<file path="src/rtl/utd_pkg.sv">
// ----------------------------------------------------------------------------
// UTF-8 decoder package
// Shared types and constants for the UTF-8 to UTF-16 decoder.
// ----------------------------------------------------------------------------
package utd_pkg;

    localparam int UTD_QUEUE_DEPTH = 4;
    localparam int CFG_INDEX_W     = 2;
    localparam int POINT_W         = 21;
    localparam int REP_W           = 3;

    localparam logic [POINT_W-1:0] REPLACEMENT_CHAR = 21'h00FFFD;
    localparam logic [POINT_W-1:0] CARRIAGE_RETURN  = 21'h00000D;
    localparam logic [POINT_W-1:0] SURR_HIGH_BASE   = 21'h00D800;
    localparam logic [POINT_W-1:0] SURR_LOW_BASE    = 21'h00DC00;
    localparam logic [POINT_W-1:0] SUPPLEMENTARY    = 21'h010000;

    // Configuration register indexes.
    typedef enum logic [CFG_INDEX_W-1:0] {
        CFG_WIDE_UNITS = 2'd0,
        CFG_STRIP_CR   = 2'd1
    } cfg_reg_t;

    typedef struct packed {
        logic wide_units;
        logic strip_cr;
    } cfg_t;

    typedef struct packed {
        logic [7:0] byte_in;
        logic       end_of_text;
    } in_item_t;

    typedef struct packed {
        logic [POINT_W-1:0] code_unit;
        logic               run_end;
    } out_item_t;

    // Work handed from the front to the back: a run of replacement
    // characters, optionally followed by one decoded code point.
    typedef struct packed {
        logic [REP_W-1:0]   rep_count;
        logic               has_point;
        logic               split;
        logic [POINT_W-1:0] point;
    } desc_t;

endpackage

</file>
<file path="src/rtl/utd_front.sv">
// ----------------------------------------------------------------------------
// UTF-8 decoder front end
// Accepts one byte per cycle while the queue is not full, tracks the open
// sequence and turns each byte into a descriptor of the results it causes.
// ----------------------------------------------------------------------------
module utd_front
    import utd_pkg::*;
(
    input  logic     clk,
    input  logic     rst_n,
    input  cfg_t     cfg,
    input  logic     in_valid,
    output logic     in_stall,
    input  in_item_t in_data,
    input  logic     queue_full,
    output logic     push,
    output desc_t    push_desc
);

    logic [POINT_W-1:0] partial_reg, partial_next;
    logic [2:0]         exp_len_reg, exp_len_next;
    logic [1:0]         taken_reg, taken_next;

    logic               accept;
    logic               is_cont;
    logic [1:0]         cont_taken;
    logic [POINT_W-1:0] cont_partial;
    logic [REP_W-1:0]   rep;
    logic               pv;
    logic [POINT_W-1:0] point;
    logic               keep_point;

    assign in_stall = queue_full;
    assign accept   = in_valid && !queue_full;
    assign is_cont  = (in_data.byte_in[7:6] == 2'b10);

    assign cont_taken   = taken_reg + 2'd1;
    assign cont_partial = {partial_reg[POINT_W-7:0], in_data.byte_in[5:0]};

    always_comb
    begin
        partial_next = partial_reg;
        exp_len_next = exp_len_reg;
        taken_next   = taken_reg;
        rep          = '0;
        pv           = 1'b0;
        point        = '0;

        if ((exp_len_reg != 3'd0) && is_cont)
        begin
            if (({1'b0, cont_taken} + 3'd1) >= exp_len_reg)
            begin
                pv           = 1'b1;
                point        = cont_partial;
                partial_next = '0;
                exp_len_next = 3'd0;
                taken_next   = 2'd0;
            end
            else if (in_data.end_of_text)
            begin
                rep          = {1'b0, cont_taken} + 3'd1;
                partial_next = '0;
                exp_len_next = 3'd0;
                taken_next   = 2'd0;
            end
            else
            begin
                partial_next = cont_partial;
                taken_next   = cont_taken;
            end
        end
        else
        begin
            // A broken sequence first gives one replacement per byte taken.
            if (exp_len_reg != 3'd0)
            begin
                rep = {1'b0, taken_reg} + 3'd1;
            end
            partial_next = '0;
            exp_len_next = 3'd0;
            taken_next   = 2'd0;

            // The byte is then decoded as a lead.
            if (!in_data.byte_in[7])
            begin
                pv    = 1'b1;
                point = {13'd0, in_data.byte_in};
            end
            else if ((in_data.byte_in[7:5] == 3'b110) || (in_data.byte_in[7:4] == 4'b1110) ||
                     (in_data.byte_in[7:3] == 5'b11110))
            begin
                if (in_data.end_of_text)
                begin
                    rep = rep + 3'd1;
                end
                else if (in_data.byte_in[7:5] == 3'b110)
                begin
                    partial_next = {16'd0, in_data.byte_in[4:0]};
                    exp_len_next = 3'd2;
                end
                else if (in_data.byte_in[7:4] == 4'b1110)
                begin
                    partial_next = {17'd0, in_data.byte_in[3:0]};
                    exp_len_next = 3'd3;
                end
                else
                begin
                    partial_next = {18'd0, in_data.byte_in[2:0]};
                    exp_len_next = 3'd4;
                end
            end
            else
            begin
                rep = rep + 3'd1;
            end
        end
    end

    assign keep_point = pv && !(cfg.strip_cr && (point == CARRIAGE_RETURN));

    always_comb
    begin
        push_desc.rep_count = rep;
        push_desc.has_point = keep_point;
        push_desc.split     = keep_point && !cfg.wide_units && (point[POINT_W-1:16] != '0);
        push_desc.point     = point;
        push                = accept && ((rep != '0) || keep_point);
    end

    always_ff @(posedge clk or negedge rst_n)
    begin
        if (!rst_n)
        begin
            partial_reg <= '0;
            exp_len_reg <= 3'd0;
            taken_reg   <= 2'd0;
        end
        else if (accept)
        begin
            partial_reg <= partial_next;
            exp_len_reg <= exp_len_next;
            taken_reg   <= taken_next;
        end
    end

endmodule

</file>
<file path="src/rtl/utd_fifo.sv">
// ----------------------------------------------------------------------------
// UTF-8 decoder descriptor queue
// Short first-in first-out queue between the front end and the back end.
// ----------------------------------------------------------------------------
module utd_fifo
    import utd_pkg::*;
#(
    parameter int DEPTH = UTD_QUEUE_DEPTH
)
(
    input  logic  clk,
    input  logic  rst_n,
    input  logic  push,
    input  desc_t push_desc,
    input  logic  pop,
    output desc_t head_desc,
    output logic  full,
    output logic  empty
);

    localparam int PTR_W = (DEPTH > 1) ? $clog2(DEPTH) : 1;
    localparam int CNT_W = $clog2(DEPTH + 1);

    desc_t            mem [DEPTH];
    logic [PTR_W-1:0] wr_ptr_reg, wr_ptr_next;
    logic [PTR_W-1:0] rd_ptr_reg, rd_ptr_next;
    logic [CNT_W-1:0] count_reg, count_next;

    assign full      = (count_reg == CNT_W'(DEPTH));
    assign empty     = (count_reg == '0);
    assign head_desc = mem[rd_ptr_reg];

    always_comb
    begin
        wr_ptr_next = wr_ptr_reg;
        rd_ptr_next = rd_ptr_reg;
        count_next  = count_reg;
        if (push)
        begin
            wr_ptr_next = (wr_ptr_reg == PTR_W'(DEPTH - 1)) ? '0 : wr_ptr_reg + 1'b1;
        end
        if (pop)
        begin
            rd_ptr_next = (rd_ptr_reg == PTR_W'(DEPTH - 1)) ? '0 : rd_ptr_reg + 1'b1;
        end
        if (push && !pop)
        begin
            count_next = count_reg + 1'b1;
        end
        else if (pop && !push)
        begin
            count_next = count_reg - 1'b1;
        end
    end

    always_ff @(posedge clk)
    begin
        if (push)
        begin
            mem[wr_ptr_reg] <= push_desc;
        end
    end

    always_ff @(posedge clk or negedge rst_n)
    begin
        if (!rst_n)
        begin
            wr_ptr_reg <= '0;
            rd_ptr_reg <= '0;
            count_reg  <= '0;
        end
        else
        begin
            wr_ptr_reg <= wr_ptr_next;
            rd_ptr_reg <= rd_ptr_next;
            count_reg  <= count_next;
        end
    end

endmodule

</file>
<file path="src/rtl/utd_back.sv">
// ----------------------------------------------------------------------------
// UTF-8 decoder back end
// Walks the head descriptor into the output register, one result per cycle while not stalled.
// ----------------------------------------------------------------------------
module utd_back
    import utd_pkg::*;
(
    input  logic      clk,
    input  logic      rst_n,
    input  desc_t     head_desc,
    input  logic      empty,
    output logic      pop,
    output logic      out_valid,
    input  logic      out_stall,
    output out_item_t out_data
);

    logic               out_valid_reg, out_valid_next;
    out_item_t          out_data_reg;
    logic [1:0]         idx_reg, idx_next;

    logic               load;
    logic               step;
    logic [REP_W-1:0]   total;
    logic               last;
    logic [POINT_W-1:0] offset;
    logic [POINT_W-1:0] high_unit;
    logic [POINT_W-1:0] low_unit;
    logic [POINT_W-1:0] unit;

    assign load  = !out_valid_reg || !out_stall;
    assign step  = load && !empty;
    assign total = head_desc.rep_count + {2'd0, head_desc.has_point} + {2'd0, head_desc.split};
    assign last  = (({1'b0, idx_reg} + 3'd1) == total);

    assign offset    = head_desc.point - SUPPLEMENTARY;
    assign high_unit = SURR_HIGH_BASE + {10'd0, offset[POINT_W-1:10]};
    assign low_unit  = SURR_LOW_BASE | {11'd0, head_desc.point[9:0]};

    always_comb
    begin
        if ({1'b0, idx_reg} < head_desc.rep_count)
        begin
            unit = REPLACEMENT_CHAR;
        end
        else if ({1'b0, idx_reg} == head_desc.rep_count)
        begin
            unit = head_desc.split ? high_unit : head_desc.point;
        end
        else
        begin
            unit = low_unit;
        end
    end

    always_comb
    begin
        out_valid_next = out_valid_reg;
        idx_next       = idx_reg;
        pop            = 1'b0;
        if (load)
        begin
            out_valid_next = !empty;
        end
        if (step)
        begin
            pop      = last;
            idx_next = last ? 2'd0 : idx_reg + 2'd1;
        end
    end

    always_ff @(posedge clk or negedge rst_n)
    begin
        if (!rst_n)
        begin
            out_valid_reg <= 1'b0;
            idx_reg       <= 2'd0;
        end
        else
        begin
            out_valid_reg <= out_valid_next;
            idx_reg       <= idx_next;
        end
    end

    always_ff @(posedge clk)
    begin
        if (step)
        begin
            out_data_reg.code_unit <= unit;
            out_data_reg.run_end   <= last;
        end
    end

    assign out_valid = out_valid_reg;
    assign out_data  = out_data_reg;

endmodule

</file>
<file path="src/rtl/utf8_to_utf16_decoder.sv">
// ----------------------------------------------------------------------------
// UTF-8 to UTF-16 decoder
// Streaming decoder from UTF-8 bytes to code points or UTF-16 code units.
// ----------------------------------------------------------------------------
// The decoder takes one UTF-8 byte per transfer and can accept a byte every
// cycle. Each byte gives zero to four results: a decoded code point (or a
// UTF-16 surrogate pair when wide_units is 0), and replacement characters
// U+FFFD for stray bytes, broken sequences and a sequence left open at the
// end of the text. The last result a byte causes carries run_end. The output
// drains one result per cycle while out_stall is low, which sets the
// sustained rate, and a queue of QUEUE_DEPTH descriptors between the
// decoding front end and the output sequencer absorbs bursts, so the input
// stalls only when that queue is full. The first result of a byte passes
// through the queue and then the output register before it appears on the
// output. Configuration writes are accepted every cycle and must only be
// issued while the decoder is idle.
module utf8_to_utf16_decoder
    import utd_pkg::*;
#(
    parameter int QUEUE_DEPTH = UTD_QUEUE_DEPTH
)
(
    input  logic                   clk,
    input  logic                   rst_n,

    // Input byte channel.
    input  logic                   in_valid,
    output logic                   in_stall,
    input  in_item_t               in_data,

    // Result channel.
    output logic                   out_valid,
    input  logic                   out_stall,
    output out_item_t              out_data,

    // Configuration write channel.
    input  logic                   cfg_valid,
    output logic                   cfg_ready,
    input  logic [CFG_INDEX_W-1:0] cfg_index,
    input  logic                   cfg_data
);

    cfg_t  cfg_reg, cfg_next;
    logic  push;
    desc_t push_desc;
    logic  pop;
    desc_t head_desc;
    logic  queue_full;
    logic  queue_empty;

    // The register file always takes a write; an index past the list is
    // simply ignored.
    assign cfg_ready = 1'b1;

    always_comb
    begin
        cfg_next = cfg_reg;
        if (cfg_valid)
        begin
            case (cfg_index)
                CFG_WIDE_UNITS: cfg_next.wide_units = cfg_data;
                CFG_STRIP_CR:   cfg_next.strip_cr   = cfg_data;
                default:        cfg_next            = cfg_reg;
            endcase
        end
    end

    always_ff @(posedge clk or negedge rst_n)
    begin
        if (!rst_n)
        begin
            cfg_reg.wide_units <= 1'b1;
            cfg_reg.strip_cr   <= 1'b1;
        end
        else
        begin
            cfg_reg <= cfg_next;
        end
    end

    // The front end decodes each byte in the cycle of its transfer and
    // queues a descriptor when the byte causes any result.
    utd_front u_front (
        .clk        (clk),
        .rst_n      (rst_n),
        .cfg        (cfg_reg),
        .in_valid   (in_valid),
        .in_stall   (in_stall),
        .in_data    (in_data),
        .queue_full (queue_full),
        .push       (push),
        .push_desc  (push_desc)
    );

    utd_fifo #(
        .DEPTH (QUEUE_DEPTH)
    ) u_fifo (
        .clk       (clk),
        .rst_n     (rst_n),
        .push      (push),
        .push_desc (push_desc),
        .pop       (pop),
        .head_desc (head_desc),
        .full      (queue_full),
        .empty     (queue_empty)
    );

    // The back end expands a descriptor into replacement characters and
    // code units, one per cycle while out_stall is low, through its output register.
    utd_back u_back (
        .clk       (clk),
        .rst_n     (rst_n),
        .head_desc (head_desc),
        .empty     (queue_empty),
        .pop       (pop),
        .out_valid (out_valid),
        .out_stall (out_stall),
        .out_data  (out_data)
    );

endmodule

</file>
<file path="config.mk">
export PLATFORM = sky130hd
export DESIGN_NAME = utf8_to_utf16_decoder
export DESIGN_NICKNAME = d
export VERILOG_FILES = /design/src/rtl/utd_pkg.sv /design/src/rtl/utd_front.sv /design/src/rtl/utd_fifo.sv /design/src/rtl/utd_back.sv /design/src/rtl/utf8_to_utf16_decoder.sv
export SDC_FILE = /design/constraint.sdc
export NUM_CORES = 1
export LEC_CHECK = 0
export CORE_MARGIN = 1
export CORE_UTILIZATION = 30
export DETAILED_ROUTE_END_ITERATION = 7
export DONT_BUFFER_PORTS = 1
export PLACE_DENSITY = 0.52
export SYNTH_ARGS = -nofsm -noshare
export SYNTH_HDL_FRONTEND = slang
export SYNTH_SLANG_ARGS = --single-unit
</file>
<file path="constraint.sdc">
create_clock -name clk -period 10.2 [get_ports clk]
set_input_delay 1.53 -clock clk [delete_from_list [all_inputs] [get_ports clk]]
set_output_delay 1.53 -clock clk [all_outputs]
set_load 0.005 [all_outputs]
</file>
==> results.py <==
metrics = {
    "logic_synthesis": {
        "avgSynthCellArea_um2": 16.0,
        "ys.flop_type": "edfxtp_1",
        "ys_types": 58,
        "synth_edf_count": 126,
        "ys_ff_latch": 158,
        "syn_inst": 431,
        "yosysWarnings": 0,
        "synthArstFlopShare": 0.203,
        "netlist_area_um2": 6900,
        "yosysSeqAreaShare": 0.664,
        "syn_nets": 467,
    },
    "run": {
        "cap_violations": 0,
    },
    "final_layout": {
        "finish.instance_area_um2": 7740,
        "seq_area_um2": 4590,
        "syn_to_final_growth_pct": 12.1,
        "multiInputGateArea_um2": 2140,
        "nets": 475,
        "n_antenna_cell": 0,
        "largest_register_ffs": 104,
        "n_fill_cell": 2151,
        "drive_above_1_share": 0.188,
    },
    "worst_setup_path": {
        "r2r_setup_slack_ns": 6.16,
        "cp_common_cell": "inv_1",
        "cp_max_fo": 29,
        "required_ns": 10.50,
        "crit_path_start_kind": "register",
        "end_kind": "register",
        "critPathMaxStageDelay_ns": 0.71,
        "crit_chain": "buf_4 -> mux4_2 -> inv_1 -> fa_1 -> inv_1 -> ha_1 -> xnor2_1 -> xnor2_1 -> nor4_2 -> inv_1 -> ha_1 -> inv_1 -> fa_1 -> mux2_2",
        "crit_arrival_ns": 4.34,
        "slowest_stage": "mux4_2",
        "critPathKind": "reg2reg",
    },
    "clocking": {
        "root_buffer": "clkbuf_16",
        "h-tree-depth": 4,
        "post_cts_buffers": 0,
        "ctsHoldBuffers": 0,
        "clock_path_buffers": 2,
        "clock_sinks": 158,
        "cts_resized": 0,
        "numCtsBuffers": 17,
        "clkTransAtPathRegs_ns": 0.06,
        "cts_tree": "done",
        "clock_latency_ns": 0.42,
    },
    "sta": {
        "slew_headroom": 0.237,
        "finClkSkew_ns": 0.00957,
        "finalCriticalPeriod_ns": 4.04,
        "setup_viol": 0,
        "fin_crit_sh": 0.396,
        "rsz0062_at_grt": "false",
        "drv_slew": 0,
        "fin_tns_setup_ns": 0,
        "tightest_slew_ns": 1.14,
        "max_freq_mhz": 248,
        "hold_viol": 0,
        "hold_ws_ns": 0.494,
    },
    "route": {
        "first_iter_violations": 220,
        "routed_wl_um": 13700,
        "ant_nets": 0,
        "drc": 0,
        "detail_route.wl_per_cell_um": 18.6,
        "dr_total_vias": 3629,
        "vias_per_cell": 4.93,
        "first_pass_iters": 4,
    },
    "hold_path": {
        "worstHoldPathType": "reg2reg",
    },
    "floorplanning": {
        "fp.coreArea_um2": 22600,
        "die-area_um2": 23600,
        "die_h_um": 154,
        "fp-row-count": 55,
        "initial_core_util": 0.306,
        "die_w_um": 154,
        "io_pins": 42,
    },
    "global_route": {
        "grt_usage": 0.124,
        "grt_pass1_vias": 3800,
        "grt_first_pass_wirelength_um": 21700,
        "grt_max_degree": 33,
        "grt_overflow": 0,
        "antenna_found_initial": 0,
    },
    "pwr": {
        "pwr_density_cell_nw_per_um2": 270,
        "p_leak_nw": 2.74,
        "ir_worst_vdd_uv": 117,
    },
    "placed_design": {
        "gp_congestion": 0.756,
        "dp_hpwl_um": 9210,
        "io_buffer_count": 0,
        "place_area_um2": 7210,
    },
    "run_status": {
        "status": "completed",
    },
}
## cell type report
cell class,instances,area share
Clock buffer,18,0.0555
Clock inverter,13,0.0129
Timing Repair Buffer,6,0.00582
Multi-Input combinational cell,234,0.276
Tap cell,285,0.0461
Inverter,22,0.0107
Sequential cell,158,0.593
## cell usage after synthesis (7+ instances only)
cell type  count  share of area
a22o_1        14          0.018
inv_1         22          0.012
and2_1        26          0.024
nor2_1        14         0.0076
ha_1          17          0.031
nor3_1         8         0.0058
o21ai_0        9         0.0065
clkbuf_1       7         0.0038
dfrtp_1       30           0.11
edfxtp_1     126           0.55
nand3_1        7         0.0051
mux4_2        26          0.085
nand2_1       28          0.015
## power by group
part	switching, mW	leakage (nW)	internal, mW	total [mW]
sequential	0.0539	1.56	0.848	0.902
clock	0.244	0.260	0.330	0.574
combinational	0.355	0.925	0.262	0.617
## worst max-delay path: cells and delay by family (launching register included)
family | cells | cell delay [ns]
simple gates | 1 | 0.49
flops | 1 | 0.32
xor+xnor | 2 | 0.31
fa+ha+maj | 4 | 0.98
buf+inv | 5 | 0.81
mux | 2 | 0.98
## cells in the final DEF (no fill, tap or decap), drive strengths merged, types with 4 or more instances in the layout
| cell | count |
|---|---|
| edfxtp | 126 |
| dfrtp | 30 |
| nand2 | 29 |
| mux4 | 26 |
| and2 | 26 |
| inv | 23 |
| clkbuf | 18 |
| ha | 17 |
| nor2 | 15 |
| a22o | 14 |
| o21ai | 10 |
| nor3 | 9 |
| clkinv | 9 |
| nand3 | 7 |
| mux2 | 7 |
| xnor2 | 6 |
| mux2i | 6 |
| buf | 6 |
| or3 | 6 |
| nor4 | 6 |
| xor2 | 5 |
| a21oi | 5 |
| nand2b | 4 |
| o211ai | 4 |
## layer usage
layer  routed length (um)  global-route usage  part of all wire  vias up
met3                  659              0.0372             0.048        9
met2                 6510               0.197              0.48       92
met1                 6390               0.163              0.47     1874
met5                    0                   0                 0        -
li1                     -                   -                 -     1654
met4                  112              0.0400            0.0082        0
## per-stage QoR
stage | setup slack [ns] | total power [mW] | instances | utilization
after floorplan | 6.38 | 1.38 | 431 | -
after global placement | 6.20 | 1.52 | 705 | 0.319
after detailed placement | 6.11 | 1.55 | 705 | 0.319
after CTS | 6.09 | 2.12 | 736 | 0.343
after global routing | 5.91 | 2.22 | 736 | 0.343
final | 6.16 | 2.09 | 736 | 0.343
## final timing paths
path / startpoint / end / depth (start not counted)
setup / recovery: u_fifo.rd_ptr_reg[0]$_DFFE_PN0P_ / u_fifo.count_reg[1]$_DFFE_PN0P_ / 14
hold / removal: u_fifo.count_reg[2]$_DFFE_PN0P_ / u_fifo.count_reg[2]$_DFFE_PN0P_ / 1
setup reg to reg: u_fifo.rd_ptr_reg[0]$_DFFE_PN0P_ / u_fifo.count_reg[1]$_DFFE_PN0P_ / 14
hold reg to reg: u_fifo.count_reg[2]$_DFFE_PN0P_ / u_fifo.count_reg[2]$_DFFE_PN0P_ / 1
max in group asynchronous: rst_n / cfg_reg[1]$_DFFE_PN1P_ / 0
min in group asynchronous: rst_n / u_back.idx_reg[1]$_DFFE_PN0P_ / 0
## cells by family after synthesis
group	Yosys count	share of synthesized area
AOI/OAI and AO/OA	47	0.0564
adders and majority gates	19	0.0366
and+or+nand+nor	117	0.0960
xor gates and xnor gates	11	0.0140
other	1	0.000543
DFF	158	0.664
muxes	39	0.106
buffers and inverters	39	0.0261
No activity file was read; power rests on OpenSTA's default activity.
